`config.mk`:
```
export PLATFORM = sky130hd
export DESIGN_NAME = rhnt_hash
export DESIGN_NICKNAME = d
export VERILOG_FILES = /design/src/rhnt_pkg.sv /design/src/rhnt_hash.sv
export SDC_FILE = /design/constraint.sdc
export NUM_CORES = 1
export LEC_CHECK = 0
export BUFFER_PORTS_ARGS = -buffer_cell sky130_fd_sc_hd__buf_2
export CAP_MARGIN = 20
export CELL_PAD_IN_SITES_DETAIL_PLACEMENT = 1
export CELL_PAD_IN_SITES_GLOBAL_PLACEMENT = 1
export CORE_AREA = 2 2 75 77
export DETAILED_ROUTE_END_ITERATION = 12
export DIE_AREA = 0 0 77 79
export MAX_ROUTING_LAYER = met4
export PLACE_DENSITY = 0.88
export SKIP_CTS_REPAIR_TIMING = 1
export SYNTH_ARGS = -nofsm -noshare
export SYNTH_HDL_FRONTEND = slang
export SYNTH_SLANG_ARGS = --single-unit
```
`constraint.sdc`:
```
create_clock -name clock -period 8.1 [get_ports clock]
set_clock_uncertainty 0.1 [all_clocks]
set_input_delay 0.81 -clock clock [delete_from_list [all_inputs] [get_ports clock]]
set_output_delay 0.81 -clock clock [all_outputs]
set_load 0.01 [all_outputs]
```
`src/rhnt_pkg.sv`:
```
// Shared types, codes and name helpers for the Robin Hood name table.
`default_nettype none

package rhnt_pkg;

   // Longest name is NAME_BYTES-1 bytes
   localparam int NAME_BYTES = 16;

   // Command codes
   localparam logic CMD_INSERT = 1'b0;
   localparam logic CMD_LOOKUP = 1'b1;

   // Result status codes
   localparam logic [1:0] ST_DONE      = 2'd0;
   localparam logic [1:0] ST_REJECT    = 2'd1;
   localparam logic [1:0] ST_NOT_FOUND = 2'd2;

   // One input transfer
   typedef struct packed {
      logic        command;
      logic [63:0] name_low;
      logic [55:0] name_high;
      logic [3:0]  name_length;
      logic [15:0] location;
   } req_type;

   // One result transfer
   typedef struct packed {
      logic [1:0]  status;
      logic [5:0]  slot_index;
      logic [15:0] found_location;
   } rsp_type;

   // Slot contents, probe length kept beside it in the store
   typedef struct packed {
      logic [63:0] name_low;
      logic [55:0] name_high;
      logic [3:0]  length;
      logic [15:0] hash;
      logic [15:0] location;
   } entry_type;

   // Zero name bytes 0..7 at or above the length
   function automatic logic [63:0] keep_low_bytes(logic [63:0] v, logic [3:0] len);
      logic [63:0] r;
      r = v;
      for (int k = 0; k < 8; k++) begin
         if (k >= int'(len)) begin
            r[8*k +: 8] = 8'h00;
         end
      end
      return r;
   endfunction

   // Zero name bytes 8..14 at or above the length
   function automatic logic [55:0] keep_high_bytes(logic [55:0] v, logic [3:0] len);
      logic [55:0] r;
      r = v;
      for (int k = 0; k < 7; k++) begin
         if ((k + 8) >= int'(len)) begin
            r[8*k +: 8] = 8'h00;
         end
      end
      return r;
   endfunction

   // Valid name length: 1 to NAME_BYTES-1
   function automatic logic length_ok(logic [3:0] len);
      return (len != 4'd0) && (int'(len) <= NAME_BYTES - 1);
   endfunction

endpackage

`default_nettype wire

```
`src/rhnt_hash.sv`:
```
// Name hash and home slot pipeline (three stages).
`default_nettype none

module rhnt_hash #(
   parameter int SLOTS   = 64,
   parameter int INDEX_W = 6
) (
   input  wire logic               clock,
   input  wire logic               reset,
   input  wire logic               in_valid,
   input  wire logic [3:0]         in_length,
   input  wire logic [23:0]        in_bytes,
   output logic                    out_valid,
   output logic [15:0]             out_hash,
   output logic [INDEX_W-1:0]      out_home
);
   import rhnt_pkg::*;

   // floor(2^32 / SLOTS): quotient estimate is exact or one low
   localparam logic [31:0] RECIP = 32'((64'd1 << 32) / SLOTS);

   logic [2:0]  valid_ff;
   logic [15:0] hash1_ff, hash2_ff, hash3_ff;
   logic [15:0] quot_ff;
   logic [INDEX_W-1:0] home_ff;

   logic [11:0] len_prod;
   logic [15:0] hash1_in;
   logic [47:0] recip_prod;
   logic [31:0] rem_raw;
   logic [31:0] rem_fix;

   // Stage 1: length times byte 0, mixed with bytes 1 and 2 for names of 3 bytes or more
   always_comb begin
      len_prod = 12'(in_length) * 12'(in_bytes[7:0]);
      hash1_in = {4'd0, len_prod};
      if (in_length >= 4'd3) begin
         hash1_in = hash1_in ^ {in_bytes[23:16], in_bytes[15:8]};
      end
   end

   // Stage 2: quotient estimate by reciprocal
   assign recip_prod = 48'(hash1_ff) * 48'(RECIP);

   // Stage 3: remainder with one correction step
   always_comb begin
      rem_raw = 32'(hash2_ff) - (32'(quot_ff) * 32'(SLOTS));
      rem_fix = rem_raw;
      if (rem_raw >= 32'(SLOTS)) begin
         rem_fix = rem_raw - 32'(SLOTS);
      end
   end

   always_ff @(posedge clock) begin
      if (reset) begin
         valid_ff <= '0;
      end else begin
         valid_ff <= {valid_ff[1:0], in_valid};
      end
   end

   always_ff @(posedge clock) begin
      hash1_ff <= hash1_in;
      hash2_ff <= hash1_ff;
      quot_ff  <= recip_prod[47:32];
      hash3_ff <= hash2_ff;
      home_ff  <= rem_fix[INDEX_W-1:0];
   end

   assign out_valid = valid_ff[2];
   assign out_hash  = hash3_ff;
   assign out_home  = home_ff;

endmodule

`default_nettype wire

```
After elaboration in Yosys (flattened, before gate mapping)
Index checks and enable logic that the tools add are counted.

word-level totals
  logic and storage cells = 15
  output and inout bits = 23
  flip-flop bits (word level) = 67

operators by class
  multipliers = 1
  magnitude comparators = 2
  $add $sub $neg = 2
  bitwise operators = 1
  multiplexer cells = 2

operators by type and width
  cell                                                                 number
  greater-or-equal comparator 32 x 7 -> 1 bit (second input constant)  1
  subtractor 16 x 16 -> 17 bit                                         1
  bitwise XOR 12 x 16 -> 16 bit                                        1
  multiplier 4 x 8 -> 12 bit                                           1
  two-way mux 12 bit                                                   1
  two-way mux 6 bit                                                    1
  subtractor 6 x 1 -> 6 bit (second input constant)                    1
  greater-or-equal comparator 4 x 2 -> 1 bit (second input constant)   1

Depth between registers and ports, before layout
Gate-level depths: netlist of run 1.

  word-level depth = 3
  depth in mapped cells = 11

Worst setup path before layout of run 1
Ideal clock, no wire load.

  kind = input port to flip-flop
  start point = in in_bytes[2]
  end point = reg hash1_ff[10]
  buffers on the path = 0
  stages on the path = 11
  library setup time = 120 ps
  setup slack = 4603 ps
  data arrival time = 3277 ps
  path through = and2_1 > fa_1 > inv_1 > fa_1 > inv_1 > ha_1 > o21ai_2 > a21oi_1 > or4_1 > a31oi_2 > xnor2_1

on the way
  cells in the longest elaborated chain, start to end = 3

RTL lines
  item                            RTL line         RTL
  start, declared                 rhnt_hash.sv:12  input wire logic [23:0] in_bytes,
  multiplier 4 x 8 -> 12 bit (*)  rhnt_hash.sv:35  len_prod = 12'(in_length) * 12'(in_bytes[7:0]);
  bitwise XOR 12 x 16 -> 16 bit   rhnt_hash.sv:38  hash1_in = hash1_in ^ {in_bytes[23:16], in_bytes[15:8]};
  two-way mux 12 bit (*)          rhnt_hash.sv:37  if (in_length >= 4'd3) begin
  via hash1_in[10]                rhnt_hash.sv:28  logic [15:0] hash1_in;
  end signal, assigned            rhnt_hash.sv:63  hash1_ff <= hash1_in;
  end, declared                   rhnt_hash.sv:23  logic [15:0] hash1_ff, hash2_ff, hash3_ff;

The timed path passes the listed nets; every way through them passes the cells marked *.
A chain may end at the register's enable or synchronous reset.

Worst setup path after layout of run 1
  start point = in in_length[3]
  end point = reg hash1_ff[10]

on the way
  cells in the longest elaborated chain, start to end = 3

RTL lines
  item                           RTL line         RTL
  start, declared                rhnt_hash.sv:11  input wire logic [3:0] in_length,
  multiplier 4 x 8 -> 12 bit     rhnt_hash.sv:35
  bitwise XOR 12 x 16 -> 16 bit  rhnt_hash.sv:38
  two-way mux 12 bit (*)         rhnt_hash.sv:37
  via hash1_in[10]               rhnt_hash.sv:28

Marked as above.

==> flow_metrics.env, run 1 <==
export IMPL_status="finished clean"
export IMPL_ys_flop_type="dfxtp_1"
export IMPL_clock_fmax_mhz=292
export IMPL_fin_crit_sh=0.423
export IMPL_crit_path_start_kind="input port"
export IMPL_ios=54
export IMPL_slew_viol_final=0
export IMPL_dpl_cell_area_um2=2510
export IMPL_grt_max_degree=18
export IMPL_cp_end_kind="register"
export IMPL_cp_cell_sequence="buf_2 -> and2_1 -> fa_1 -> inv_1 -> fa_1 -> inv_1 -> ha_1 -> o21ai_2 -> a21oi_1 -> or4_1 -> a31oi_2 -> xnor2_1"
export IMPL_core_rowCount=27
export IMPL_synthSimpleGateAreaFrac=0.152
export IMPL_cts_buffers=5
export IMPL_drt_wl_total_mm=3.90
export IMPL_slowest_stage="fa_1"
export IMPL_cts_root_buf="clkbuf_8"
export IMPL_synth_compound_area_frac=0.0461
export IMPL_cp_required_ps=8230
export IMPL_drcViolationCount=0
export IMPL_synth_cell_types=26
export IMPL_synth_xor_area_share=0.0787
export IMPL_cts_buffer_depth=2
export IMPL_drt_first_iter_violations=29
export IMPL_p_total_mw=0.653
export IMPL_maxCapViolations=0
export IMPL_place_ws_ps=4340
export IMPL_diodes=0
export IMPL_drive_above_1_share=0.255
export IMPL_p_leak_nw=1.26
export IMPL_dieArea_um2=6080
export IMPL_slew_limit_headroom=0.722
export IMPL_dp_cells=323
export IMPL_finalSetupTns_ps=0
export IMPL_synth_warnings=0
export IMPL_insertion_delay_ps=290
export IMPL_syn2layout_area_growth_pct=17.1
export IMPL_synth_adder_area_share=0.198
export IMPL_final_net_count=317
export IMPL_via_per_inst=4.47
export IMPL_cts_tree="built"
export IMPL_min_period_ps=3420
export IMPL_fp_coreArea_um2=5340
export IMPL_arrival_ps=3550
export IMPL_vias=1478
export IMPL_die_w_um=77
export IMPL_postLayoutCoreUtil=0.488
export IMPL_tightest_slew_ps=412
export IMPL_drtAntennaViolNets=0
export IMPL_path_class="input port to register"
export IMPL_antenna_found_initial=0
export IMPL_start_util=0.417
export IMPL_cellPowerDensity_nw_per_um2=251
export IMPL_ys_ff_latch=51
export IMPL_slowest_delay_ps=530
export IMPL_wl_per_cell_um=11.8
export IMPL_clock_sinks=51
export IMPL_synth_top_family_by_area="adder cells"
export IMPL_final_cell_mix="53 x buf_2, 51 x dfxtp_1, 28 x and2_1"
export IMPL_synth_seq_area_share=0.459
export IMPL_synth_edff_count=0
export IMPL_worstHoldPathType="register to register"
export IMPL_grt_total_usage=0.151
export IMPL_synth_mux_area_frac=0
export IMPL_drt_pass1_iterations=4
export IMPL_async_flop_share=0
export IMPL_die_y_um=79
export IMPL_peakVddDrop_v=0.000104
export IMPL_grt_pass1_wl_mm=7.05
export IMPL_crit_fanout=9
export IMPL_rsz0062_at_grt="no"
export IMPL_ctsHtreeMaxLevel=2
export IMPL_synth_avg_cell_area_um2=10.8
export IMPL_clkSlewWorstSetupHoldPaths_ps=80
export IMPL_final_cell_area_um2=2610
export IMPL_synthCells=206
export IMPL_hold_violations=0
export IMPL_hold_slack_ps=230
export IMPL_fin_ws_ps=4680
export IMPL_grt_pass1_vias=1612
export IMPL_place_gp_congestion=0.824
export IMPL_layoutNonFillerInstCount=331
export IMPL_syn_nets=265
export IMPL_place_hpwl_mm=3.27
export IMPL_overflow=0
export IMPL_io_buffers=53
export IMPL_setup_viol=0
export IMPL_syn_area_um2=2220
export IMPL_layout_commonest_cell="buf_2"
-- path summary, 6_finish.rpt --
| check | startpoint | slack, ps | depth (start not counted) | to |
|---|---|---|---|---|
| hold reg to reg | hash1_ff[8] | 230 | 0 | hash2_ff[8] |
| setup reg to reg | valid_ff[1] | 7490 | 1 | valid_ff[2] |
| setup / recovery | in_length[3] | 4680 | 12 | hash1_ff[10] |
| hold / removal | hash1_ff[8] | 230 | 0 | hash2_ff[8] |
-- power breakdown --
part / total (mW) / internal, mW / switching, mW
clock: 0.141 / 0.0617 / 0.0794
combinational: 0.174 / 0.0809 / 0.0926
sequential: 0.338 / 0.323 / 0.0152
-- critical path: cells and delay by family --
kind	cells	cell delay [ps]
AO/OA/AOI/OAI	3	380
XOR/XNOR	1	120
adder cells (fa/ha/maj)	3	1410
buffers and inverters	3	240
AND/OR/NAND/NOR	2	580
-- registers in the layout (all words and copies together), names as in the netlist --
register,cells
valid_ff,3
hash2_ff,16
out_hash,11
hash1_ff,16
out_home,5
-- cell usage after synthesis, types with 2 or more instances --
cell type / n / area share
dfxtp_1: 51 / 0.46
xor2_1: 5 / 0.020
nor2b_1: 3 / 0.0084
and2_1: 28 / 0.079
o21ai_0: 4 / 0.0090
a21oi_1: 4 / 0.0090
inv_1: 21 / 0.035
ha_1: 16 / 0.090
fa_1: 12 / 0.11
nand3_1: 2 / 0.0045
nand2_1: 22 / 0.037
buf_6: 2 / 0.010
xnor2_1: 15 / 0.059
buf_4: 6 / 0.020
nor2_1: 3 / 0.0051
nand2b_1: 2 / 0.0056
-- layout make-up --
class / instances / area, µm²
fill: 640 / 2730
multi-input combinational: 126 / 1060
sequential: 51 / 1020
timing repair buffer: 53 / 265
tap: 72 / 90.1
inverter: 21 / 78.8
clock buffer: 5 / 68.8
clock inverter: 3 / 23.8
-- metal layers --
| layer | global-route usage | wire length (µm) | vias to the layer above |
|---|---|---|---|
| li1 | - | - | 735 |
| met1 | 0.168 | 1690 | 694 |
| met2 | 0.265 | 1960 | 40 |
| met3 | 0.0239 | 153 | 9 |
| met4 | 0.0750 | 99 | 0 |
| met5 | - | 0 | - |
-- logic make-up after synthesis --
logic type      count (synthesis)
simple gates                   64
flops                          51
buf+inv                        29
fa+ha+maj                      28
xor+xnor                       20
compound gates                 14
No activity file was read; power rests on OpenSTA's default activity.
==> inputs of run 2 (changes only) <==
--- a/config.mk
+++ b/config.mk
@@ -9,11 +9,11 @@
 export CAP_MARGIN = 20
 export CELL_PAD_IN_SITES_DETAIL_PLACEMENT = 1
 export CELL_PAD_IN_SITES_GLOBAL_PLACEMENT = 1
-export CORE_AREA = 2 2 75 77
+export CORE_AREA = 2 2 78 80
 export DETAILED_ROUTE_END_ITERATION = 12
-export DIE_AREA = 0 0 77 79
+export DIE_AREA = 0 0 80 82
 export MAX_ROUTING_LAYER = met4
-export PLACE_DENSITY = 0.88
+export PLACE_DENSITY = 0.83
 export SKIP_CTS_REPAIR_TIMING = 1
 export SYNTH_ARGS = -nofsm -noshare
 export SYNTH_HDL_FRONTEND = slang
==> constraint.sdc (replaced) <==
create_clock -name clock -period 3.2 [get_ports clock]
set_clock_uncertainty 0.1 [all_clocks]
set_input_delay 0.32 -clock clock [delete_from_list [all_inputs] [get_ports clock]]
set_output_delay 0.32 -clock clock [all_outputs]
set_load 0.01 [all_outputs]
==> flow_metrics.env, run 2 (synthesis results as in run 1) <==
export IMPL_status="finished clean"
export IMPL_clkSlewWorstSetupHoldPaths_ps=80
export IMPL_final_cell_area_um2=2640
export IMPL_drtAntennaViolNets=0
export IMPL_hold_violations=0
export IMPL_cts_root_buf="clkbuf_8"
export IMPL_cp_end_kind="register"
export IMPL_place_gp_congestion=0.781
export IMPL_layout_commonest_cell="buf_2"
export IMPL_drt_wl_total_mm=3.94
export IMPL_drt_pass1_iterations=2
export IMPL_worstHoldPathType="input port to register"
export IMPL_ctsHtreeMaxLevel=2
export IMPL_min_path_cells=2
export IMPL_grt_pass1_wl_mm=6.44
export IMPL_final_cell_mix="53 x buf_2, 51 x dfxtp_1, 28 x and2_1"
export IMPL_drt_first_iter_violations=38
export IMPL_grt_total_usage=0.133
export IMPL_ios=54
export IMPL_arrival_ps=3040
export IMPL_cp_cell_sequence="buf_2 -> and2_1 -> fa_1 -> inv_1 -> fa_1 -> inv_1 -> ha_1 -> buf_4 -> nand3_1 -> o211ai_1 -> o41ai_1 -> xnor2_1"
export IMPL_reg2reg_depth=1
export IMPL_clock_sinks=51
export IMPL_place_hpwl_mm=3.33
export IMPL_crit_path_start_kind="input port"
export IMPL_die_w_um=80
export IMPL_slowest_stage="fa_1"
export IMPL_die_y_um=82
export IMPL_cellPowerDensity_nw_per_um2=633
export IMPL_peakVddDrop_v=0.000288
export IMPL_setup_viol=0
export IMPL_grt_max_degree=17
export IMPL_grt_pass1_vias=1551
export IMPL_io_buffers=53
export IMPL_drcViolationCount=0
export IMPL_multiInputGateArea_um2=1060
export IMPL_finalSetupTns_ps=0
export IMPL_fin_crit_sh=0.928
export IMPL_antenna_found_initial=0
export IMPL_start_util=0.387
export IMPL_vias=1471
export IMPL_p_total_mw=1.67
export IMPL_dieArea_um2=6560
export IMPL_insertion_delay_ps=290
export IMPL_diodes=0
export IMPL_syn2layout_area_growth_pct=18.4
export IMPL_seq_area_um2=1020
export IMPL_slowest_delay_ps=540
export IMPL_clock_fmax_mhz=337
export IMPL_path_class="input port to register"
export IMPL_tightest_slew_ps=436
export IMPL_fp_coreArea_um2=5750
export IMPL_wl_per_cell_um=11.7
export IMPL_cts_buffers=5
export IMPL_via_per_inst=4.35
export IMPL_cp_required_ps=3270
export IMPL_p_leak_nw=1.28
export IMPL_final_net_count=321
export IMPL_overflow=0
export IMPL_rsz0062_at_grt="no"
export IMPL_fillers=677
export IMPL_core_rowCount=28
export IMPL_slew_viol_final=0
export IMPL_cts_buffer_depth=2
export IMPL_drive_above_1_share=0.266
export IMPL_min_period_ps=2970
export IMPL_cts_tree="built"
export IMPL_dpl_cell_area_um2=2550
export IMPL_crit_fanout=9
export IMPL_slew_limit_headroom=0.705
export IMPL_maxCapViolations=0
## run 2: area by class of cell
type	instances	share of cell area
Sequential cell	51	0.387
Clock buffer	5	0.0261
Tap cell	75	0.0356
Multi-Input combinational cell	126	0.401
Clock inverter	3	0.00760
Timing Repair Buffer	57	0.112
Inverter	21	0.0299
## run 2: worst max-delay path: cells and delay by family
family | cells | cell delay (ps)
buffers and inverters | 4 | 420
AO/OA/AOI/OAI | 2 | 520
XOR/XNOR | 1 | 150
AND/OR/NAND/NOR | 2 | 240
adder cells (fa/ha/maj) | 3 | 1390
## run 2: path summary, 6_finish.rpt
path / slack, ps / to / startpoint
setup / recovery: 230 / hash1_ff[9] / in_length[3]
hold / removal: 120 / valid_ff[1] / reset
setup reg to reg: 2560 / valid_ff[2] / valid_ff[1]
hold reg to reg: 230 / hash2_ff[3] / hash1_ff[3]
## run 2: stage by stage
| step | hold WS (ps) | util | instances | worst slack (ps) |
|---|---|---|---|---|
| 4_1_cts | 108 | 0.459 | 338 | 189 |
| 3_3_place_gp | 210 | 0.443 | 330 | 33.8 |
| 3_5_place_dp | 213 | 0.443 | 330 | -123 |
| 5_1_grt | 116 | 0.459 | 338 | 82.5 |
| 2_1_floorplan | 210 | - | 206 | 193 |
| 6_report | 115 | 0.459 | 338 | 230 |
## run 2: power by group
group / internal (mW) / switching, mW
clock network: 0.152 / 0.192
logic: 0.223 / 0.242
registers: 0.818 / 0.0398
total: 1.19 / 0.473
## run 2: metal layers
| layer | share of wire | track usage | wire (µm) |
|---|---|---|---|
| met5 | 0 | - | 0 |
| met2 | 0.50 | 0.239 | 1970 |
| met3 | 0.049 | 0.0242 | 195 |
| met1 | 0.42 | 0.140 | 1670 |
| met4 | 0.027 | 0.0712 | 106 |
==> inputs of run 3 (changes only) <==
==> constraint.sdc (replaced) <==
create_clock -name clock -period 3.2 [get_ports clock]
set_clock_uncertainty 0.1 [all_clocks]
set_input_delay 0.64 -clock clock [delete_from_list [all_inputs] [get_ports clock]]
set_output_delay 0.64 -clock clock [all_outputs]
set_load 0.01 [all_outputs]
==> flow_metrics.env, run 3 (synthesis results as in run 1) <==
export IMPL_syn2layout_area_growth_pct=29.2
export IMPL_ctsHtreeMaxLevel=2
export IMPL_place_gp_congestion=0.803
export IMPL_core_rowCount=28
export IMPL_cellPowerDensity_nw_per_um2=641
export IMPL_clock_fmax_mhz=321
export IMPL_status="finished clean"
export IMPL_fp_coreArea_um2=5750
export IMPL_pwr_share_clk=0.226
export IMPL_dpl_cell_area_um2=2700
export IMPL_final_net_count=337
export IMPL_grt_pass1_vias=1659
export IMPL_holdPathEnd="out_hash[14]"
export IMPL_path_buf_inv=3
export IMPL_slowest_stage="fa_1"
export IMPL_cp_common_cell="fa_1"
export IMPL_min_path_cells=0
export IMPL_drcViolationCount=0
export IMPL_slew_limit_headroom=0.722
export IMPL_cp_end_kind="register"
export IMPL_drt_pass1_iterations=2
export IMPL_combPwrFrac=0.309
export IMPL_grt_max_degree=17
export IMPL_rsz0062_at_grt="yes"
export IMPL_tightest_slew_ps=412
export IMPL_r2r_end="valid_ff[2]"
export IMPL_setup_viol=0
export IMPL_finalSetupTns_ps=0
export IMPL_hp_start="hash2_ff[14]"
export IMPL_ios=54
export IMPL_layoutNonFillerInstCount=353
export IMPL_intPower_mw=1.34
export IMPL_grt_total_usage=0.149
export IMPL_peakVddDrop_v=0.000326
export IMPL_fillers=666
export IMPL_switching_share=0.273
export IMPL_clkSlewWorstSetupHoldPaths_ps=80
export IMPL_place_hpwl_mm=3.56
export IMPL_arrival_ps=3240
export IMPL_crit_path_start_kind="input port"
export IMPL_cts_buffers=5
export IMPL_slowest_delay_ps=530
export IMPL_overflow=0
export IMPL_cts_root_buf="clkbuf_8"
export IMPL_io_buffers=53
export IMPL_p_seq_frac=0.465
export IMPL_min_period_ps=3120
export IMPL_cp_cell_sequence="buf_2 -> and2_4 -> fa_1 -> inv_1 -> fa_1 -> inv_2 -> ha_4 -> o21ai_2 -> a21oi_2 -> or4_4 -> a31oi_4 -> xnor2_1"
export IMPL_drive_above_1_share=0.367
export IMPL_drtAntennaViolNets=0
export IMPL_via_per_inst=4.35
export IMPL_p_leak_nw=1.39
export IMPL_fin_ws_ps=82.4
export IMPL_postLayoutCoreUtil=0.500
export IMPL_crit_fanout=4
export IMPL_hold_violations=0
export IMPL_path_class="input port to register"
export IMPL_cts_buffer_depth=2
export IMPL_clock_sinks=51
export IMPL_drt_first_iter_violations=27
export IMPL_final_cell_area_um2=2880
export IMPL_maxCapViolations=0
export IMPL_vias=1534
export IMPL_fin_crit_sh=0.974
export IMPL_grt_pass1_wl_mm=7.20
export IMPL_insertion_delay_ps=290
export IMPL_reg2reg_depth=1
export IMPL_die_y_um=82
export IMPL_cp_required_ps=3330
export IMPL_layout_commonest_cell="dfxtp_1"
export IMPL_wl_per_cell_um=12.1
export IMPL_critical_path_top_delay_family="adder cells"
export IMPL_rrSetupSlack_ps=2570
export IMPL_final_cell_mix="51 x dfxtp_1, 50 x buf_2, 24 x and2_1"
export IMPL_slew_viol_final=0
export IMPL_dieArea_um2=6560
export IMPL_r2r_start="valid_ff[1]"
export IMPL_cts_tree="built"
export IMPL_diodes=0
export IMPL_place_ws_ps=-302
export IMPL_dp_cells=345
export IMPL_antenna_found_initial=0
export IMPL_die_w_um=80
export IMPL_drt_wl_total_mm=4.26
export IMPL_start_util=0.387
export IMPL_worstHoldPathType="register to register"
export IMPL_power_switching_mw=0.503
[run 3: changes by cell type in the layout (fill, tap and decap cells not counted), sizes merged]
cell and change:
clkinv -1, buf +16, clkinvlp -1, bufinv +1
[run 3: worst max-delay path by stage]
stage | startpoint | end | slack (ps) | cells after the start
after floorplan | in_bytes[4] | hash1_ff[10] | -5 | 11
after global placement | in_length[3] | hash1_ff[10] | -220 | 12
after detailed placement | in_length[3] | hash1_ff[10] | -300 | 12
after CTS | in_length[3] | hash1_ff[10] | 20 | 12
after global routing | in_length[2] | hash1_ff[10] | -30 | 12
final | in_bytes[4] | hash1_ff[10] | 80 | 12
[run 3: area by class of cell]
class,count,area (µm²),area share
Clock inverter,2,37.5,0.0131
Multi-Input combinational cell,126,1140,0.397
Clock buffer,5,68.8,0.0239
Inverter,21,78.8,0.0274
Timing Repair Buffer,73,434,0.151
Tap cell,75,93.8,0.0326
Sequential cell,51,1020,0.355
[run 3: per-layer routing]
metal | track usage | wire length [µm]
met1 | 0.149 | 1650
met3 | 0.0242 | 189
met2 | 0.285 | 2350
met4 | 0.0661 | 78
met5 | - | 0
[run 3: power by group through the flow]
stage	clock [mW]	combinational (mW)	sequential (mW)
after floorplan	0	0.315	0.900
after global placement	0	0.503	0.865
after detailed placement	0	0.527	0.879
after CTS	0.436	0.531	0.862
after global routing	0.461	0.635	0.877
final	0.417	0.569	0.857
[run 3: metrics by stage]
stage               power (mW)  hold WS, ps
global placement          1.37          210
finish                    1.84          230
floorplan                 1.22          210
global route              1.97          236
CTS                       1.83          232
detailed placement        1.41          213
